[config.mk]
export PLATFORM = sky130hd
export DESIGN_NAME = sprite_frame_sequencer_flat
export DESIGN_NICKNAME = d
export VERILOG_FILES = /design/src/hw/rtl/sfs_pkg.sv /design/src/hw/rtl/sfs_if.sv /design/src/hw/rtl/sprite_frame_sequencer.sv /design/src/flat_wrapper.sv
export SDC_FILE = /design/constraint.sdc
export NUM_CORES = 2
export LEC_CHECK = 0
export BUFFER_PORTS_ARGS = -buffer_cell sky130_fd_sc_hd__buf_2
export CAP_MARGIN = 25
export CORE_MARGIN = 3
export CORE_UTILIZATION = 57
export DETAILED_ROUTE_END_ITERATION = 6
export PLACE_DENSITY = 0.73
export SLEW_MARGIN = 20
export SYNTH_ARGS = -nofsm -noshare
export SYNTH_HDL_FRONTEND = slang
export SYNTH_SLANG_ARGS = --single-unit
[constraint.sdc]
create_clock -name clk -period 16.6 [get_ports clk]
set_clock_uncertainty 0.15 [all_clocks]
set_input_delay 2.49 -clock clk [delete_from_list [all_inputs] [get_ports clk]]
set_output_delay 2.49 -clock clk [all_outputs]
set_load 0.02 [all_outputs]
[src/hw/rtl/sfs_pkg.sv]
package sfs_pkg;

  // Field widths fixed by the interface definition.
  localparam int unsigned TIME_W   = 32;
  localparam int unsigned CELL_W   = 8;
  localparam int unsigned SIZE_W   = 11;
  localparam int unsigned ORIGIN_W = 16;
  localparam int unsigned LOOP_W   = 16;
  localparam int unsigned SRC_W    = 20;
  localparam int unsigned CFG_W    = 16;
  localparam int unsigned CFG_IDX_W = 3;

  localparam int unsigned MAX_FRAMES_DEF = 64;

  // Register values after reset, and the loop counter's saturation value.
  localparam logic [LOOP_W-1:0]   LOOP_LIMIT_RST  = 16'd1;
  localparam logic [SIZE_W-1:0]   CELL_SIZE_RST   = 11'd16;
  localparam logic [LOOP_W-1:0]   LOOP_SAT        = '1;

  typedef enum logic [CFG_IDX_W-1:0] {
    CFG_LOOP_LIMIT     = 3'd0,
    CFG_LOOP_ENDLESS   = 3'd1,
    CFG_SHEET_ORIGIN_X = 3'd2,
    CFG_SHEET_ORIGIN_Y = 3'd3,
    CFG_CELL_WIDTH     = 3'd4,
    CFG_CELL_HEIGHT    = 3'd5
  } cfg_idx_t;

  typedef enum logic {
    CMD_TICK = 1'b0,
    CMD_ADD  = 1'b1
  } cmd_t;

  typedef enum logic [2:0] {
    S_IDLE,
    S_ADD,
    S_READ,
    S_MULX,
    S_MULY,
    S_FIN
  } seq_state_t;

  // One frame of the table.
  typedef struct packed {
    logic              flp;
    logic [TIME_W-1:0] dur;
    logic [CELL_W-1:0] row;
    logic [CELL_W-1:0] col;
  } entry_t;

  // One result word.
  typedef struct packed {
    logic             running;
    logic             rect_update;
    logic [SRC_W-1:0] src_x;
    logic [SRC_W-1:0] src_y;
    logic             flip;
    logic             table_full;
  } result_t;

endpackage

[src/hw/rtl/sfs_if.sv]
interface sfs_in_if
  import sfs_pkg::*;
();
  logic              valid;
  logic              ready;
  logic              command;
  logic [TIME_W-1:0] delta_time;
  logic [CELL_W-1:0] cell_col;
  logic [CELL_W-1:0] cell_row;
  logic [TIME_W-1:0] frame_duration;
  logic              frame_flip;

  modport source (
    output valid, command, delta_time, cell_col, cell_row, frame_duration, frame_flip,
    input  ready
  );
  modport sink (
    input  valid, command, delta_time, cell_col, cell_row, frame_duration, frame_flip,
    output ready
  );
endinterface

interface sfs_out_if
  import sfs_pkg::*;
();
  logic             valid;
  logic             ready;
  logic             running;
  logic             rect_update;
  logic [SRC_W-1:0] src_x;
  logic [SRC_W-1:0] src_y;
  logic             flip;
  logic             table_full;

  modport source (
    output valid, running, rect_update, src_x, src_y, flip, table_full,
    input  ready
  );
  modport sink (
    input  valid, running, rect_update, src_x, src_y, flip, table_full,
    output ready
  );
endinterface

[src/hw/rtl/sprite_frame_sequencer.sv]
// Sprite-sheet frame sequencer. Each input word is either an append, which adds one
// frame (cell column, cell row, Q16.16 duration, flip) to a table of MAX_FRAMES entries,
// or a tick, which advances the animation by delta_time and returns the current frame's
// source origin whenever that frame's timer was zero. Every input word produces exactly
// one result word. The block takes one word at a time. An append passes through the add
// and finish states, a tick that emits no origin through the read and finish states, and a
// tick that emits an origin through the read, x multiply, y multiply and finish states,
// because the x and y origins are computed one after the other on a single shared
// multiply-add unit. The result is loaded in the finish state, after which the next word
// can be taken. The table has one write port and one registered read port; the read is
// issued when a word is accepted and used in the read state. The result sits in an output
// register, so the block is ready for the next word while the last result waits to be
// taken; only when a second result is finished before the first has left does the block
// hold. The table has no reset and needs no clearing pass, since entries at or above the
// frame count are never used. The user must write configuration registers through
// cfg_we, cfg_index and cfg_data while no word is in flight; the block does not enforce it.
module sprite_frame_sequencer
  import sfs_pkg::*;
#(
  parameter int unsigned MAX_FRAMES = MAX_FRAMES_DEF
) (
  input  logic                 clk,
  input  logic                 rst_n,
  sfs_in_if.sink               in_ch,
  sfs_out_if.source            out_ch,
  input  logic                 cfg_we,
  input  logic [CFG_IDX_W-1:0] cfg_index,
  input  logic [CFG_W-1:0]     cfg_data
);

  // Table index and frame count widths follow the table depth.
  localparam int unsigned IDX_W = (MAX_FRAMES > 1) ? $clog2(MAX_FRAMES) : 1;
  localparam int unsigned CNT_W = $clog2(MAX_FRAMES + 1);
  localparam logic [CNT_W-1:0] CNT_MAX = CNT_W'(MAX_FRAMES);

  // Configuration registers.
  logic [LOOP_W-1:0]   loop_limit_r;
  logic                loop_endless_r;
  logic [ORIGIN_W-1:0] origin_x_r;
  logic [ORIGIN_W-1:0] origin_y_r;
  logic [SIZE_W-1:0]   cell_w_r;
  logic [SIZE_W-1:0]   cell_h_r;

  always_ff @(posedge clk) begin
    if (!rst_n) begin
      loop_limit_r   <= LOOP_LIMIT_RST;
      loop_endless_r <= 1'b0;
      origin_x_r     <= '0;
      origin_y_r     <= '0;
      cell_w_r       <= CELL_SIZE_RST;
      cell_h_r       <= CELL_SIZE_RST;
    end else if (cfg_we) begin
      unique case (cfg_idx_t'(cfg_index))
        CFG_LOOP_LIMIT:     loop_limit_r   <= cfg_data[LOOP_W-1:0];
        CFG_LOOP_ENDLESS:   loop_endless_r <= cfg_data[0];
        CFG_SHEET_ORIGIN_X: origin_x_r     <= cfg_data[ORIGIN_W-1:0];
        CFG_SHEET_ORIGIN_Y: origin_y_r     <= cfg_data[ORIGIN_W-1:0];
        CFG_CELL_WIDTH:     cell_w_r       <= cfg_data[SIZE_W-1:0];
        CFG_CELL_HEIGHT:    cell_h_r       <= cfg_data[SIZE_W-1:0];
        default: ;
      endcase
    end
  end

  // Sequencer state and animation state.
  seq_state_t          state_r, state_nxt;
  logic [CNT_W-1:0]    count_r, count_nxt;
  logic [IDX_W-1:0]    index_r, index_nxt;
  logic [TIME_W-1:0]   timer_r, timer_nxt;
  logic [LOOP_W-1:0]   loops_r, loops_nxt;
  logic                out_valid_r, out_valid_nxt;

  // Latched input word, working result and output register.
  logic [TIME_W-1:0]   delta_r;
  entry_t              new_ent_r;
  result_t             res_r, res_nxt;
  result_t             out_res_r, out_res_nxt;

  // Frame table, one write port and one registered read port.
  entry_t              mem [MAX_FRAMES];
  entry_t              rdata_r;
  logic                mem_we;

  logic                in_fire;
  assign in_fire = in_ch.valid && in_ch.ready;
  assign in_ch.ready = (state_r == S_IDLE);

  always_ff @(posedge clk) begin
    if (mem_we) begin
      mem[count_r[IDX_W-1:0]] <= new_ent_r;
    end
    if (in_fire) begin
      rdata_r <= mem[index_r];
    end
  end

  // Shared multiply-add: origin plus cell size times cell position, x then y.
  logic [SIZE_W-1:0]   mul_a;
  logic [CELL_W-1:0]   mul_b;
  logic [ORIGIN_W-1:0] mul_base;
  logic [SRC_W-1:0]    mac;

  always_comb begin
    if (state_r == S_MULX) begin
      mul_a    = cell_w_r;
      mul_b    = rdata_r.col;
      mul_base = origin_x_r;
    end else begin
      mul_a    = cell_h_r;
      mul_b    = rdata_r.row;
      mul_base = origin_y_r;
    end
    mac = SRC_W'(mul_base) + SRC_W'(mul_a) * SRC_W'(mul_b);
  end

  // Timer add with saturation and the end-of-frame compare.
  logic [TIME_W:0]     sum_wide;
  logic [TIME_W-1:0]   timer_sum;
  logic                frame_done;
  logic                last_frame;
  logic                tick_active;
  logic [CNT_W-1:0]    add_count;
  logic                add_full;

  always_comb begin
    sum_wide    = {1'b0, timer_r} + {1'b0, delta_r};
    timer_sum   = sum_wide[TIME_W] ? '1 : sum_wide[TIME_W-1:0];
    frame_done  = (timer_sum >= rdata_r.dur);
    last_frame  = ((CNT_W'(index_r) + CNT_W'(1)) >= count_r);
    tick_active = (count_r != '0) && (loop_endless_r || (loops_r < loop_limit_r))
                  && (CNT_W'(index_r) < count_r);
    add_full    = (count_r >= CNT_MAX);
    add_count   = add_full ? count_r : count_r + CNT_W'(1);
  end

  always_ff @(posedge clk) begin
    if (!rst_n) begin
      state_r     <= S_IDLE;
      count_r     <= '0;
      index_r     <= '0;
      timer_r     <= '0;
      loops_r     <= '0;
      out_valid_r <= 1'b0;
    end else begin
      state_r     <= state_nxt;
      count_r     <= count_nxt;
      index_r     <= index_nxt;
      timer_r     <= timer_nxt;
      loops_r     <= loops_nxt;
      out_valid_r <= out_valid_nxt;
    end
  end

  always_ff @(posedge clk) begin
    if (in_fire) begin
      delta_r       <= in_ch.delta_time;
      new_ent_r.col <= in_ch.cell_col;
      new_ent_r.row <= in_ch.cell_row;
      new_ent_r.dur <= in_ch.frame_duration;
      new_ent_r.flp <= in_ch.frame_flip;
    end
    res_r     <= res_nxt;
    out_res_r <= out_res_nxt;
  end

  always_comb begin
    state_nxt     = state_r;
    count_nxt     = count_r;
    index_nxt     = index_r;
    timer_nxt     = timer_r;
    loops_nxt     = loops_r;
    res_nxt       = res_r;
    out_res_nxt   = out_res_r;
    out_valid_nxt = out_valid_r && !out_ch.ready;
    mem_we        = 1'b0;

    unique case (state_r)
      S_IDLE: begin
        if (in_fire) begin
          res_nxt   = '0;
          state_nxt = (cmd_t'(in_ch.command) == CMD_ADD) ? S_ADD : S_READ;
        end
      end
      S_ADD: begin
        // The append lands at the current count unless the table is already full.
        mem_we             = !add_full;
        count_nxt          = add_count;
        res_nxt.table_full = add_full;
        res_nxt.running    = (add_count != '0)
                             && (loop_endless_r || (loops_r < loop_limit_r));
        state_nxt          = S_FIN;
      end
      S_READ: begin
        if (!tick_active) begin
          state_nxt = S_FIN;
        end else begin
          res_nxt.running     = 1'b1;
          res_nxt.rect_update = (timer_r == '0);
          res_nxt.flip        = (timer_r == '0) ? rdata_r.flp : 1'b0;
          if (frame_done) begin
            timer_nxt = '0;
            if (last_frame) begin
              index_nxt = '0;
              loops_nxt = (loops_r == LOOP_SAT) ? loops_r : loops_r + LOOP_W'(1);
            end else begin
              index_nxt = index_r + IDX_W'(1);
            end
          end else begin
            timer_nxt = timer_sum;
          end
          state_nxt = (timer_r == '0) ? S_MULX : S_FIN;
        end
      end
      S_MULX: begin
        res_nxt.src_x = mac;
        state_nxt     = S_MULY;
      end
      S_MULY: begin
        res_nxt.src_y = mac;
        state_nxt     = S_FIN;
      end
      S_FIN: begin
        // Hand the result to the output register once it is free.
        if (!out_valid_r || out_ch.ready) begin
          out_valid_nxt = 1'b1;
          out_res_nxt   = res_r;
          state_nxt     = S_IDLE;
        end
      end
      default: state_nxt = S_IDLE;
    endcase
  end

  assign out_ch.valid       = out_valid_r;
  assign out_ch.running     = out_res_r.running;
  assign out_ch.rect_update = out_res_r.rect_update;
  assign out_ch.src_x       = out_res_r.src_x;
  assign out_ch.src_y       = out_res_r.src_y;
  assign out_ch.flip        = out_res_r.flip;
  assign out_ch.table_full  = out_res_r.table_full;

endmodule

[src/flat_wrapper.sv]
// flat-port wrapper written by rule: the top's interface ports become plain ports
module sprite_frame_sequencer_flat import sfs_pkg::*;
#(
  parameter int unsigned MAX_FRAMES = MAX_FRAMES_DEF
)
  (clk, rst_n, cfg_we, cfg_index, cfg_data, in_ch_valid, in_ch_command, in_ch_delta_time, in_ch_cell_col, in_ch_cell_row, in_ch_frame_duration, in_ch_frame_flip, in_ch_ready, out_ch_valid, out_ch_running, out_ch_rect_update, out_ch_src_x, out_ch_src_y, out_ch_flip, out_ch_table_full, out_ch_ready);
  sfs_in_if in_ch_i ();
  sfs_out_if out_ch_i ();
  input  logic clk;
  input  logic rst_n;
  input  logic cfg_we;
  input  logic [CFG_IDX_W-1:0] cfg_index;
  input  logic [CFG_W-1:0] cfg_data;
  input wire logic [$bits(in_ch_i.valid)-1:0] in_ch_valid;
  input wire logic [$bits(in_ch_i.command)-1:0] in_ch_command;
  input wire logic [$bits(in_ch_i.delta_time)-1:0] in_ch_delta_time;
  input wire logic [$bits(in_ch_i.cell_col)-1:0] in_ch_cell_col;
  input wire logic [$bits(in_ch_i.cell_row)-1:0] in_ch_cell_row;
  input wire logic [$bits(in_ch_i.frame_duration)-1:0] in_ch_frame_duration;
  input wire logic [$bits(in_ch_i.frame_flip)-1:0] in_ch_frame_flip;
  output wire logic [$bits(in_ch_i.ready)-1:0] in_ch_ready;
  output wire logic [$bits(out_ch_i.valid)-1:0] out_ch_valid;
  output wire logic [$bits(out_ch_i.running)-1:0] out_ch_running;
  output wire logic [$bits(out_ch_i.rect_update)-1:0] out_ch_rect_update;
  output wire logic [$bits(out_ch_i.src_x)-1:0] out_ch_src_x;
  output wire logic [$bits(out_ch_i.src_y)-1:0] out_ch_src_y;
  output wire logic [$bits(out_ch_i.flip)-1:0] out_ch_flip;
  output wire logic [$bits(out_ch_i.table_full)-1:0] out_ch_table_full;
  input wire logic [$bits(out_ch_i.ready)-1:0] out_ch_ready;
  assign in_ch_i.valid = in_ch_valid;
  assign in_ch_i.command = in_ch_command;
  assign in_ch_i.delta_time = in_ch_delta_time;
  assign in_ch_i.cell_col = in_ch_cell_col;
  assign in_ch_i.cell_row = in_ch_cell_row;
  assign in_ch_i.frame_duration = in_ch_frame_duration;
  assign in_ch_i.frame_flip = in_ch_frame_flip;
  assign in_ch_ready = in_ch_i.ready;
  assign out_ch_valid = out_ch_i.valid;
  assign out_ch_running = out_ch_i.running;
  assign out_ch_rect_update = out_ch_i.rect_update;
  assign out_ch_src_x = out_ch_i.src_x;
  assign out_ch_src_y = out_ch_i.src_y;
  assign out_ch_flip = out_ch_i.flip;
  assign out_ch_table_full = out_ch_i.table_full;
  assign out_ch_i.ready = out_ch_ready;
  sprite_frame_sequencer #(.MAX_FRAMES(MAX_FRAMES)) u_core (.clk(clk), .rst_n(rst_n), .in_ch(in_ch_i), .out_ch(out_ch_i), .cfg_we(cfg_we), .cfg_index(cfg_index), .cfg_data(cfg_data));
endmodule
Word-level counts from Yosys, hierarchy flattened
Memories as Yosys holds them, arrays and structs flattened. A register that Yosys moved wholly into a read port is not among the register bits.
Cells that the tools add are included.
{"block": "totals", "register_bits": 305, "ramBits": 3136, "input_bits": 106, "wordCells": 122, "n_memories": 1}
{"block": "op_classes", "addsub": 6, "mul": 1, "n_lt_le_gt_ge": 5, "n_eq_ne": 14, "mux": 28, "bitwise_logic": 1, "reduce_logical": 37}
{"name": "u_core.mem", "words": 64, "word_bits": 49, "read_ports": 1, "rd_ports_with_merged_regs": 1, "wr": 1, "line_no": "sprite_frame_sequencer.sv:80", "text": "entry_t mem [MAX_FRAMES];"}
{"op": "one-hot mux 20 bit (2 select lines)", "n": 2}
{"op": "two-way mux 32 bit", "n": 2}
{"op": "two-way mux 44 bit", "n": 1}
{"op": "adder 32 x 32 -> 33 bit", "n": 1}
{"op": "greater-or-equal comparator 32 bit", "n": 1}
{"op": "logical NOT 32 bit", "n": 1}
{"op": "AND reduction 2 bit", "n": 12}
{"op": "adder 16 x 19 -> 20 bit", "n": 1}
{"op": "multiplier 11 x 8 -> 19 bit", "n": 1}
{"op": "adder 16 x 1 -> 16 bit (second input constant)", "n": 1}
{"op": "== test 16 bit (second input constant)", "n": 1}
{"op": "< comparator 16 bit", "n": 1}
{"op": "two-way mux 16 bit", "n": 1}
{"op": "one-hot mux 3 bit (5 select lines)", "n": 1}
{"op": "nonzero test 7 bit", "n": 2}
{"op": "== test 3 x 2 -> 1 bit (second input constant)", "n": 4}
{"op": "== test 3 bit (second input constant)", "n": 4}
{"op": "two-way mux 3 bit", "n": 4}
{"op": "two-way mux 11 bit", "n": 1}
{"op": "AND reduction 3 bit", "n": 3}
{"op": "two-way mux 8 bit", "n": 1}
{"op": "nonzero test 2 bit", "n": 4}
{"op": "adder 6 x 1 -> 7 bit (second input constant)", "n": 1}
{"op": "adder 7 x 1 -> 7 bit (second input constant)", "n": 1}
{"op": "21 further kinds", "n": 40}

Longest topological paths before layout
{"block": "depth", "depth_word": 6, "ltp_mapped": 24}

Worst setup path before layout
No wires, ideal clock.
{"block": "synth_path", "path_kind": "register -> register", "start": "reg u_core.state_r[0]", "end": "reg u_core.res_r[20] (netlist bit), data pin", "setup_ps": 266, "t_arrival_ps": 5799, "slack_ps": 10385, "path_stages_with_launch": 22, "period_less_slack_ps": 6215, "cell_sequence": "dfxtp_1 > clkbuf_1 > nand3_1 > clkbuf_1 > clkbuf_1 > buf_2 > mux2i_1 > fa_1 > inv_1 > fa_1 > fa_1 > inv_1 > fa_1 > inv_1 > ha_1 > or3_1 > o211ai_1 > a21oi_1 > a41o_1 > o41ai_1 > xor2_1 > nor2_1"}
{"block": "synth_via", "elab_chain_len": 5, "word_cells_on_any_way": 9, "cone_classes": "add/sub: 1; mul: 1; eq/ne: 2; mux: 4; reduce/logical: 1"}
{"element": "from (decl)", "line_no": "sprite_frame_sequencer.sv:66", "text": "seq_state_t state_r, state_nxt;"}
{"element": "from (signal assigned)", "line_no": "sprite_frame_sequencer.sv:145", "text": "state_r <= state_nxt;"}
{"element": "== test 3 x 2 -> 1 bit", "line_no": "sprite_frame_sequencer.sv:104", "text": "if (state_r == S_MULX) begin"}
{"element": "two-way mux 11 bit / two-way mux 8 bit (equally long branches)", "line_no": "sprite_frame_sequencer.sv:104"}
{"element": "multiplier 11 x 8 -> 19 bit", "line_no": "sprite_frame_sequencer.sv:113", "text": "mac = SRC_W'(mul_base) + SRC_W'(mul_a) * SRC_W'(mul_b);"}
{"element": "adder 16 x 19 -> 20 bit", "line_no": "sprite_frame_sequencer.sv:113"}
{"element": "one-hot mux 20 bit (2 select lines) (*)", "line_no": "sprite_frame_sequencer.sv:177", "text": "unique case (state_r)"}
{"element": "to (signal assigned)", "line_no": "sprite_frame_sequencer.sv:162", "text": "res_r <= res_nxt;"}
{"element": "to (decl)", "line_no": "sprite_frame_sequencer.sv:76", "text": "result_t res_r, res_nxt;"}
Every way passes the cells marked *; elsewhere a longest branch is shown, timed or not.
A chain may end at the register's enable or synchronous reset.

Worst setup path after layout
{"block": "layout_path", "start": "reg u_core.state_r[2]", "end": "reg u_core.res_r[40] (netlist bit), data pin"}
{"block": "layout_via", "elab_chain_len": 5, "word_cells_on_any_way": 8, "cone_classes": "add/sub: 1; mul: 1; eq/ne: 1; mux: 4; reduce/logical: 1"}
{"element": "== test 3 x 2 -> 1 bit", "line_no": "sprite_frame_sequencer.sv:104, sprite_frame_sequencer.sv:177"}
{"element": "two-way mux 11 bit / two-way mux 8 bit (equally long branches)", "line_no": "sprite_frame_sequencer.sv:104"}
{"element": "multiplier 11 x 8 -> 19 bit", "line_no": "sprite_frame_sequencer.sv:113"}
{"element": "adder 16 x 19 -> 20 bit", "line_no": "sprite_frame_sequencer.sv:113"}
{"element": "one-hot mux 20 bit (2 select lines) (*)", "line_no": "sprite_frame_sequencer.sv:177"}
Marked as above.

==> results.py <==
metrics = {
    "outcome": {
        "status": "finished with violations",
        "violations": "design-rule violations",
    },
    "routing": {
        "vias_per_cell": 6.80,
        "wl_um": 361000,
        "post_drt_wl_per_cell_um": 35.4,
        "drc": 5,
        "first_pass_iters": 7,
        "drtIter0Drc": 10500,
        "ant_nets": 0,
        "vias": 69300,
    },
    "finish": {
        "areaGrowthSynthToFinish_pct": 12.1,
        "n_fill_cell": 15300,
        "nNetsFinal": 7070,
        "layout-drive-gt1-share": 0.279,
        "utilization": 0.646,
    },
    "critical_path": {
        "critPathBufInv": 5,
        "cp_cell_sequence": "inv_1 -> nand3_2 -> buf_4 -> mux2i_1 -> nand2b_1 -> fa_1 -> inv_1 -> fa_1 -> fa_1 -> inv_1 -> fa_1 -> inv_1 -> ha_1 -> or3_1 -> o211ai_1 -> a21oi_1 -> a41o_1 -> o41ai_1 -> xor2_1 -> nor2_1",
        "cp_slowest_cell": "mux2i_1",
        "startpoint": "u_core.state_r[2]$_SDFFE_PN0P_",
        "cp.depth": 20,
        "endpoint_kind": "register",
        "cp_max_fo": 51,
        "slowest_delay_ps": 680,
        "reg2reg_from": "u_core.state_r[2]$_SDFFE_PN0P_",
        "required_ps": 17140,
        "worstSetupStartpointType": "register",
        "worstSetupPathType": "register to register",
        "cp.arrival_ps": 7360,
        "crit_family": "adder cells",
        "rr_worst_depth": 20,
    },
    "clock_tree": {
        "htreeDepth": 5,
        "cts-hold-fix-buffers": 0,
        "cts-root-buf": "clkbuf_16",
        "clk_pin_slew_ps": 60,
        "clk_path_buf_depth": 4,
        "cts_inserted_buffers": 360,
        "cts_setup_buffers": 0,
        "cts_tree": "yes",
        "clock_latency_ps": 970,
        "clock_sinks": 3490,
        "cts_resized": 0,
    },
    "synth": {
        "async_reset_ff_frac": 0,
        "syn-cell-area_mm2": 0.138,
        "synth_edf_count": 3354,
        "yosys_warnings": 0,
        "netlist.area_leader.share": 0.731,
        "ys_top_cells_by_area": "edfxtp_1 (73%), mux4_2 (17%), dfxtp_1 (2.0%)",
        "synth_seq_area_share": 0.750,
        "ys.flop_type": "edfxtp_1",
        "yosys-top-cells-count": "edfxtp_1 (3354), mux4_2 (1029), nand2_1 (273)",
        "synth_area_leader_cell": "edfxtp_1",
        "ys_ff_latch": 3490,
        "syn_inst": 6339,
        "ys_types": 72,
        "syn-num-nets": 6654,
        "synth.avg_cell_area_um2": 21.7,
        "synth.most_common_cell": "edfxtp_1",
    },
    "grt": {
        "antenna_found_initial": 11,
        "globalRouteOverflowTotal": 0,
        "grt_pass1_vias": 69600,
        "grt_max_degree": 142,
        "grt_pass1_wl_um": 516000,
        "globalRouteTotalUtil": 0.294,
    },
    "die": {
        "rows": 179,
        "initial_core_util": 0.576,
        "coreArea_mm2": 0.239,
        "die_w_um": 498,
        "dieArea_mm2": 0.248,
        "die_h_um": 498,
        "ios": 152,
    },
    "power": {
        "p_seq_frac": 0.544,
        "powerDensity_mw_per_mm2": 120,
        "clkPwrFrac": 0.412,
        "power.internal_mw": 14.6,
        "switchingPower_mw": 3.94,
        "p_comb_frac": 0.044,
        "p_leak_nw": 48.5,
        "switching_share": 0.213,
        "peakVddDrop_v": 0.000124,
    },
    "placed_design": {
        "dp_hpwl_um": 189000,
        "port_buffers": 151,
        "routabilityCongestion": 0.832,
        "pre_cts_ws_ps": 9880,
    },
    "sta": {
        "final_hold_viol_count": 0,
        "period_share": 0.411,
        "final.setup.tns_ps": 0,
        "rsz0062_at_grt": "no",
        "holdWs_ps": 242,
        "slew_viol_final": 0,
        "worstMarginPinSlew_ps": 1150,
        "timing.slew.headroom": 0.232,
        "period_needed_ps": 6820,
        "setup_viol": 0,
        "final.setup.worst_slack_ps": 9780,
        "fmaxAchievable_mhz": 147,
    },
    "hold_path": {
        "min_from": "u_core.res_r[23]$_SDFFCE_PN0P_",
        "hold_path_depth": 0,
        "min_path_type": "register to register",
    },
    "flow_run": {
        "cap_viol_max_count": 0,
    },
}
[worst reg2reg max path, stage by stage (launching register included)]
cell and delay [ps]:
dfxtp_1 590, inv_1 210, nand3_2 90, buf_4 600, mux2i_1 720, nand2b_1 210
fa_1 420, inv_1 80, fa_1 450, fa_1 560, inv_1 50, fa_1 470
inv_1 40, ha_1 200, or3_1 390, o211ai_1 280, a21oi_1 140, a41o_1 280
o41ai_1 300, xor2_1 240, nor2_1 60
[cell usage in the layout (no fill, tap or decap), types with 21 or more instances in the layout]
master     synthesis  final
edfxtp_1        3354   3354
mux4_2          1029   1029
clkbuf_16          0    368
nand2_1          273    273
buf_4              3    188
inv_1            169    167
nor2_1           222    158
buf_2             67    151
a21oi_1          150    150
ha_1             138    138
dfxtp_1          136    130
clkbuf_1         180     83
clkinv_1           1     75
fa_1              71     71
nor2_4             0     64
clkinv_2           0     51
nand2b_1          45     45
mux2i_1           41     41
nand3_1           39     38
o21ai_0           34     34
a21o_1            31     31
a22o_1            30     30
nand4_1           28     28
xnor2_1           25     25
bufinv_16          0     21
[stage by stage]
| stage | power, mW | cell area [um2] | cells |
|---|---|---|---|
| floorplan | 10.7 | 138000 | 6339 |
| global placement | 11.0 | 143000 | 9545 |
| detailed placement | 11.1 | 143000 | 9553 |
| CTS | 18.6 | 154000 | 10200 |
| global route | 19.0 | 155000 | 10200 |
| finish | 18.5 | 155000 | 10200 |
[area by class of cell]
type	count	area, um2	area share
Clock buffer	455	9580	0.0619
Clock inverter	163	1350	0.00871
Tap cell	3167	3960	0.0256
Multi-Input combinational cell	2373	33000	0.213
Timing Repair Buffer	359	2580	0.0167
Inverter	171	649	0.00420
Antenna cell	8	20.0	0.000130
Sequential cell	3490	103000	0.669
[state kept, by name, indices dropped and copies added (netlist names)]
name and flops:
u_core.mem 3136, u_core.new_ent_r 49, u_core.rdata_r 49, u_core.res_r 44, u_core.delta_r 32, u_core.timer_r 32, u_core.out_ch.src_x 20, u_core.out_ch.src_y 20
u_core.loop_limit_r 16, u_core.loops_r 16, u_core.origin_x_r 16, u_core.origin_y_r 16, u_core.cell_h_r 11, u_core.cell_w_r 11, u_core.count_r 7, u_core.index_r 6
u_core.state_r 3, u_core.loop_endless_r 1, u_core.out_ch.flip 1, u_core.out_ch.rect_update 1, u_core.out_ch.running 1, u_core.out_ch.table_full 1, u_core.out_ch.valid 1
[cells by family after synthesis]
| group | count (synthesis) | share of synthesized area |
|---|---|---|
| compound gates | 329 | 0.0154 |
| xor+xnor | 45 | 0.00286 |
| fa+ha+maj | 209 | 0.0228 |
| buf+inv | 476 | 0.0139 |
| flops | 3490 | 0.750 |
| mux | 1071 | 0.171 |
| simple gates | 719 | 0.0234 |
[metal layers]
layer	up-vias	global-route usage	share of wire
met5	-	0	0.000091
met2	4809	0.465	0.49
met3	732	0.0675	0.11
met1	36600	0.411	0.36
li1	27100	-	-
met4	4	0.100	0.035
[power groups by stage]
stage	Sequential (mW)	Clock (mW)	Combinational, mW
after floorplan	10.4	0	0.317
after global placement	10.2	0	0.769
after detailed placement	10.2	0	0.806
after CTS	10.1	7.70	0.810
after global routing	10.1	8.04	0.893
final	10.1	7.63	0.820
[final timing paths]
path	to	slack [ps]
setup / recovery	u_core.res_r[40]$_SDFFCE_PN0P_	9780
hold / removal	u_core.out_ch.src_x[1]$_DFFE_PP_	240
hold reg to reg	u_core.out_ch.src_x[1]$_DFFE_PP_	240
setup reg to reg	u_core.res_r[40]$_SDFFCE_PN0P_	9780
No activity file was read; power rests on OpenSTA's default activity.
